===== src/rtl/descending_list_sorter_macros.svh =====
// Assertion macros shared by the descending list sorter RTL.
`ifndef DESCENDING_LIST_SORTER_MACROS_SVH
`define DESCENDING_LIST_SORTER_MACROS_SVH

// Same-cycle implication, checked outside reset.
`define DLS_ASSERT_NOW(label, clk, rst_n, ante, cons) \
    label: assert property (@(posedge clk) disable iff (!(rst_n)) (ante) |-> (cons)) \
        else $error("descending_list_sorter: same-cycle check failed");

// Next-cycle implication, checked outside reset.
`define DLS_ASSERT_NEXT(label, clk, rst_n, ante, cons) \
    label: assert property (@(posedge clk) disable iff (!(rst_n)) (ante) |=> (cons)) \
        else $error("descending_list_sorter: next-cycle check failed");

`endif


===== src/rtl/dls_pkg.sv =====
// Types and constants shared by the descending list sorter modules.
package dls_pkg;

    localparam int VALUE_W = 32;
    localparam int RANK_W  = 6;

    typedef logic signed [VALUE_W-1:0] value_t;
    typedef logic [RANK_W-1:0]         rank_t;

    // Per-cycle command broadcast to every cell of the chain.
    typedef struct packed {
        logic load;   // insert the broadcast value
        logic drain;  // shift the chain one cell toward the head
    } dls_ctrl_t;

endpackage


===== src/rtl/descending_list_sorter.sv =====
// Top level of the descending list sorter: chain of insertion cells plus control.
// A list of signed 32-bit values streams in one beat per cycle; each beat is
// inserted into a chain of DEPTH comparing cells, which keep the list in
// descending order (equal values keep arrival order). The beat flagged with
// s_last_item is inserted like the others and then the whole list is emitted,
// greatest first: one result beat per stored value, with its rank (0 is the
// maximum), last_of_run on the smallest, and overflow set on every beat of a
// list that brought more than DEPTH values (the surplus is dropped). Each beat
// is placed by the single broadcast compare in each cell. Emission shifts the
// chain toward its head, one result beat per stored value, holding while
// m_ready is low; s_ready is low from the accepted last beat until the final
// result beat is accepted, then the block is empty again.
module descending_list_sorter #(
    parameter int DEPTH = 16
) (
    input  logic                  aclk,
    input  logic                  aresetn,
    input  logic                  s_valid,
    output logic                  s_ready,
    input  dls_pkg::value_t       s_value,
    input  logic                  s_last_item,
    output logic                  m_valid,
    input  logic                  m_ready,
    output dls_pkg::value_t       m_sorted_value,
    output dls_pkg::rank_t        m_rank,
    output logic                  m_last_of_run,
    output logic                  m_overflow
);
    import dls_pkg::*;

`include "descending_list_sorter_macros.svh"

    localparam int COUNT_W = $clog2(DEPTH + 1);

    // Control state: fill count, drain flag, output rank, drop flag.
    logic [COUNT_W-1:0] count_reg;
    logic [COUNT_W-1:0] count_next;
    logic               drain_reg;
    logic               drain_next;
    rank_t              rank_reg;
    rank_t              rank_next;
    logic               dropped_reg;
    logic               dropped_next;

    logic      s_fire;
    logic      m_fire;
    logic      full;
    dls_ctrl_t ctrl;

    // Chain wiring between neighboring cells.
    logic   ge_w    [DEPTH];
    value_t value_w [DEPTH];

    assign full    = (count_reg == COUNT_W'(DEPTH));
    assign s_ready = !drain_reg;
    assign s_fire  = s_valid && s_ready;
    assign m_valid = drain_reg;
    assign m_fire  = m_valid && m_ready;

    // Insert only when a cell is free; a beat on a full chain is dropped.
    assign ctrl.load  = s_fire && !full;
    assign ctrl.drain = m_fire;

    genvar gi;
    generate
        for (gi = 0; gi < DEPTH; gi++) begin : g_cell
            logic   prev_ge_c;
            value_t prev_value_c;
            value_t next_value_c;

            if (gi == 0) begin : g_head
                // The head has no predecessor: the new value lands here if it wins.
                assign prev_ge_c    = 1'b1;
                assign prev_value_c = s_value;
            end else begin : g_body
                assign prev_ge_c    = ge_w[gi-1];
                assign prev_value_c = value_w[gi-1];
            end

            if (gi == DEPTH - 1) begin : g_tail
                assign next_value_c = value_w[gi];
            end else begin : g_mid
                assign next_value_c = value_w[gi+1];
            end

            dls_cell u_cell (
                .aclk       (aclk),
                .ctrl       (ctrl),
                .in_value   (s_value),
                .live       (COUNT_W'(gi) < count_reg),
                .prev_ge    (prev_ge_c),
                .prev_value (prev_value_c),
                .next_value (next_value_c),
                .ge         (ge_w[gi]),
                .value      (value_w[gi])
            );
        end
    endgenerate

    // Result beat comes straight off the head cell.
    assign m_sorted_value = value_w[0];
    assign m_rank         = rank_reg;
    assign m_last_of_run  = (count_reg == COUNT_W'(1));
    assign m_overflow     = dropped_reg;

    always_comb begin
        count_next   = count_reg;
        drain_next   = drain_reg;
        rank_next    = rank_reg;
        dropped_next = dropped_reg;
        if (s_fire) begin
            if (full) begin
                dropped_next = 1'b1;
            end else begin
                count_next = count_reg + COUNT_W'(1);
            end
            if (s_last_item) begin
                drain_next = 1'b1;
            end
        end
        if (m_fire) begin
            count_next = count_reg - COUNT_W'(1);
            rank_next  = rank_reg + RANK_W'(1);
            if (m_last_of_run) begin
                // Final beat of the run: return to an empty chain.
                drain_next   = 1'b0;
                rank_next    = '0;
                dropped_next = 1'b0;
            end
        end
    end

    always_ff @(posedge aclk) begin
        if (!aresetn) begin
            count_reg   <= '0;
            drain_reg   <= 1'b0;
            rank_reg    <= '0;
            dropped_reg <= 1'b0;
        end else begin
            count_reg   <= count_next;
            drain_reg   <= drain_next;
            rank_reg    <= rank_next;
            dropped_reg <= dropped_next;
        end
    end

    // Fill never exceeds the chain length.
    `DLS_ASSERT_NOW(a_count_bound, aclk, aresetn, 1'b1, count_reg <= COUNT_W'(DEPTH))
    // Head of the chain is never smaller than its neighbor while draining.
    `DLS_ASSERT_NOW(a_head_order, aclk, aresetn, m_valid && (count_reg > COUNT_W'(1)),
                    value_w[0] >= value_w[1])
    // A drain always has at least one value to emit.
    `DLS_ASSERT_NOW(a_drain_nonempty, aclk, aresetn, m_valid, count_reg != '0)
    // The last input beat starts emission on the next cycle.
    `DLS_ASSERT_NEXT(a_last_starts, aclk, aresetn, s_fire && s_last_item, m_valid)
    // Taking the final result leaves an empty, clean chain.
    `DLS_ASSERT_NEXT(a_run_ends, aclk, aresetn, m_fire && m_last_of_run,
                     !m_valid && (count_reg == '0) && !m_overflow)

endmodule


===== src/rtl/dls_cell.sv =====
// One cell of the sorting chain: holds one value in descending order.
module dls_cell (
    input  logic              aclk,
    input  dls_pkg::dls_ctrl_t ctrl,
    input  dls_pkg::value_t   in_value,
    input  logic              live,
    input  logic              prev_ge,
    input  dls_pkg::value_t   prev_value,
    input  dls_pkg::value_t   next_value,
    output logic              ge,
    output dls_pkg::value_t   value
);
    import dls_pkg::*;

    value_t value_reg;
    value_t value_next;

    // Keep own value when it is live and not smaller than the new one.
    assign ge    = live && (value_reg >= in_value);
    assign value = value_reg;

    always_comb begin
        value_next = value_reg;
        if (ctrl.load) begin
            if (ge) begin
                value_next = value_reg;
            end else if (prev_ge) begin
                value_next = in_value;
            end else begin
                value_next = prev_value;
            end
        end else if (ctrl.drain) begin
            value_next = next_value;
        end
    end

    always_ff @(posedge aclk) begin
        value_reg <= value_next;
    end

endmodule

===== config.mk =====
export PLATFORM = sky130hd
export DESIGN_NAME = descending_list_sorter
export DESIGN_NICKNAME = d
export VERILOG_FILES = /design/src/rtl/dls_pkg.sv /design/src/rtl/descending_list_sorter.sv /design/src/rtl/dls_cell.sv
export VERILOG_INCLUDE_DIRS = /design/src /design/src/rtl
export SDC_FILE = /design/constraint.sdc
export NUM_CORES = 2
export LEC_CHECK = 0
export BUFFER_PORTS_ARGS = -buffer_cell sky130_fd_sc_hd__clkbuf_2
export CORE_ASPECT_RATIO = 0.7
export CORE_MARGIN = 2
export CORE_UTILIZATION = 55
export CTS_BUF_LIST = sky130_fd_sc_hd__clkbuf_16
export CTS_CLUSTER_DIAMETER = 30
export DETAILED_ROUTE_END_ITERATION = 7
export PLACE_DENSITY_LB_ADDON = 0.12
export RECOVER_POWER = 50
export SLEW_MARGIN = 10
export SYNTH_ARGS = -nofsm -noshare
export SYNTH_HDL_FRONTEND = slang
export SYNTH_SLANG_ARGS = --single-unit

===== constraint.sdc =====
create_clock -name aclk -period 16.85 [get_ports aclk]
set_clock_uncertainty 0.15 [all_clocks]
set_input_delay 0.8425 -clock aclk [delete_from_list [all_inputs] [get_ports aclk]]
set_output_delay 0.8425 -clock aclk [all_outputs]
set_load 0.02 [all_outputs]

==> results_dict.tcl <==
set metrics [dict create \
    cts_tree "done" \
    setup-violations-final 0 \
    seq_area_um2 15600 \
    synth_ff_type "edfxtp_1" \
    clk_latency_ns 0.68 \
    maxCapViolCount 13 \
    design_area_um2 42700 \
    cts-root-buf "clkbuf_16" \
    syn_avg_cell_area_um2 10.3 \
    grtUsageTotal_pct 36.8 \
    cts_resized 0 \
    synthMuxAreaShare_pct 11.5 \
    cts_buffer_depth 3 \
    synth_compound_area_share_pct 14.0 \
    cts_sinks 525 \
    setup.worst_path.end_class "register" \
    worstSetupStartpointType "register" \
    p_total_w 0.00582 \
    coreArea_um2 68000 \
    start_util_pct 55.5 \
    vias 31600 \
    final_cell_mix "nand2_1 (570), ha_1 (516), edfxtp_1 (512)" \
    violations "capacitance limit, slew limit" \
    ir_drop_mv 0.0924 \
    status "finished with violations" \
    grt_overflow 0 \
    viasPerCell 6.71 \
    fin_hold_ws_ns 0.269 \
    grt_pass1_vias 30500 \
    synth_edf_count 512 \
    hold_violations 0 \
    wl_per_cell_um 27.9 \
    rsz0062_at_grt "false" \
    multi_input_area_um2 21100 \
    portBuffers 78 \
    power.leakage_nw 18.2 \
    post-route-drc-count 0 \
    postRouteAntennaNets 0 \
    gp_routability_congestion 0.955 \
    finalMaxSlewViolations 551 \
    ctsHoldBuffers 0 \
    synth_top_family_by_area "adder cells" \
    synthAdderAreaFrac_pct 17.1 \
    worst_pin_slew_ns 3.82 \
    dieArea_um2 70800 \
    whs_path_depth 3 \
    netlist_area_um2 37700 \
    die_w_um 317 \
    path_max_fanout 67 \
    ios 79 \
    synth_seq_cells 525 \
    ys_warn_count 0 \
    numCtsBuffers 116 \
    fin_ws_ns 8.01 \
    yosys.area_share.simple_pct 12.7 \
    dp_hpwl_um 93400 \
    r2r_cells 9 \
    num-nets-final 4261 \
    relSlewSlack_pct -154 \
    grt_pass1_wl_um 195000 \
    floorplan.rows 80 \
    ys_async_sr_fraction_pct 0 \
    pwr_density_cell_nw_per_um2 136 \
    placed_area_um2 38800 \
    worstHoldPathType "in -> reg" \
    synth.distinct_cells 70 \
    critical_path_required_ns 16.92 \
    period_needed_ns 8.84 \
    place_ws_ns 10.78 \
    largest_register_ffs 512 \
    arrival_ns 8.90 \
    clkTransAtPathRegs_ns 0.05 \
    drive_above_1_share_pct 8.48 \
    syn_inst 3673 \
    fmax_ghz 0.113 \
    htreeDepth 3 \
    fill_cells 5497 \
    grt_max_degree 247 \
    synth.net_count 4226 \
    antenna_found_initial 1 \
    area_growth_pct 13.3 \
    drt_iter0_drc 4229 \
    layout_commonest_cell "nand2_1" \
    firstDrtPassIters 6 \
    postCtsSetupBuffers 0 \
    synth-seq-area-share_pct 41.4 \
    synth_xor_area_share_pct 0.186 \
    tns_ns 0 \
    die_y_um 223 \
    worstSetupPathType "reg -> reg" \
    finalWirelength_um 132000 \
    finalCritPeriodShare_pct 52.4 \
    antennaDiodeCount 0 \
]
-- final timing paths --
| kind | startpoint | endpoint | slack [ns] |
|---|---|---|---|
| max | count_reg[1] | g_cell[2].u_cell.value[25] | 8.01 |
| min | s_last_item | m_valid | 0.27 |
| max reg2reg | count_reg[1] | g_cell[2].u_cell.value[25] | 8.01 |
| min reg2reg | m_overflow | m_overflow | 0.34 |
-- worst max-delay path, stage by stage (launching register included) --
cell      delay (ns)
dfxtp_1         0.57
inv_1           0.16
ha_1            0.22
nor4bb_1        0.22
nor3b_2         0.21
clkbuf_1        1.53
clkbuf_1        2.77
nand2_1         0.10
nand2_1         0.18
clkbuf_1        2.22
-- metrics by stage --
stage | util (%) | cells
floorplan | - | 3673
global placement | 57.2 | 4492
detailed placement | 57.2 | 4492
CTS | 63.1 | 4710
global route | 62.9 | 4710
finish | 62.9 | 4710
-- power breakdown --
part / switching (W) / internal [W]
Clock: 0.000778 / 0.00158
Sequential: 0.000251 / 0.00177
Combinational: 0.000929 / 0.000510
Total: 0.00196 / 0.00386
-- synth_stat cells (30+ instances only) --
cell      count  area (um^2)
o211ai_1     56          420
nor2_1       30          113
inv_1        56          210
mux2_2       32          360
a21o_1       78          586
nand4_1     151          945
a21oi_1     189          946
buf_2        56          280
edfxtp_1    512        15400
mux2i_1     398         3980
ha_1        516         6460
o21ai_0     120          601
nand3_1     118          591
clkbuf_1    130          488
nand2_1     571         2140
o21ai_1     357         1790
-- layout make-up --
class	instances	share of cell area (%)
Multi-Input combinational cell	2882	49.3
Sequential cell	525	36.6
Clock buffer	117	6.85
Tap cell	902	2.64
Clock inverter	101	2.58
Timing Repair Buffer	127	1.61
Inverter	56	0.492
-- logic make-up (layout without fill, tap and decap cells) --
kind of cell,count (synthesis),after routing
flops,525,525
simple gates,1014,1014
compound gates,914,914
buf+inv,266,401
mux,430,430
xor+xnor,8,8
fa+ha+maj,516,516
-- routing by layer --
metal	wire [um]	part of all wire, %	global-route usage (%)
met2	55300	42	53.3
met5	0	0	0
met1	58100	44	54.5
met3	13400	10	7.06
met4	4840	3.7	13.3
No activity file was read; power rests on OpenSTA's default activity.
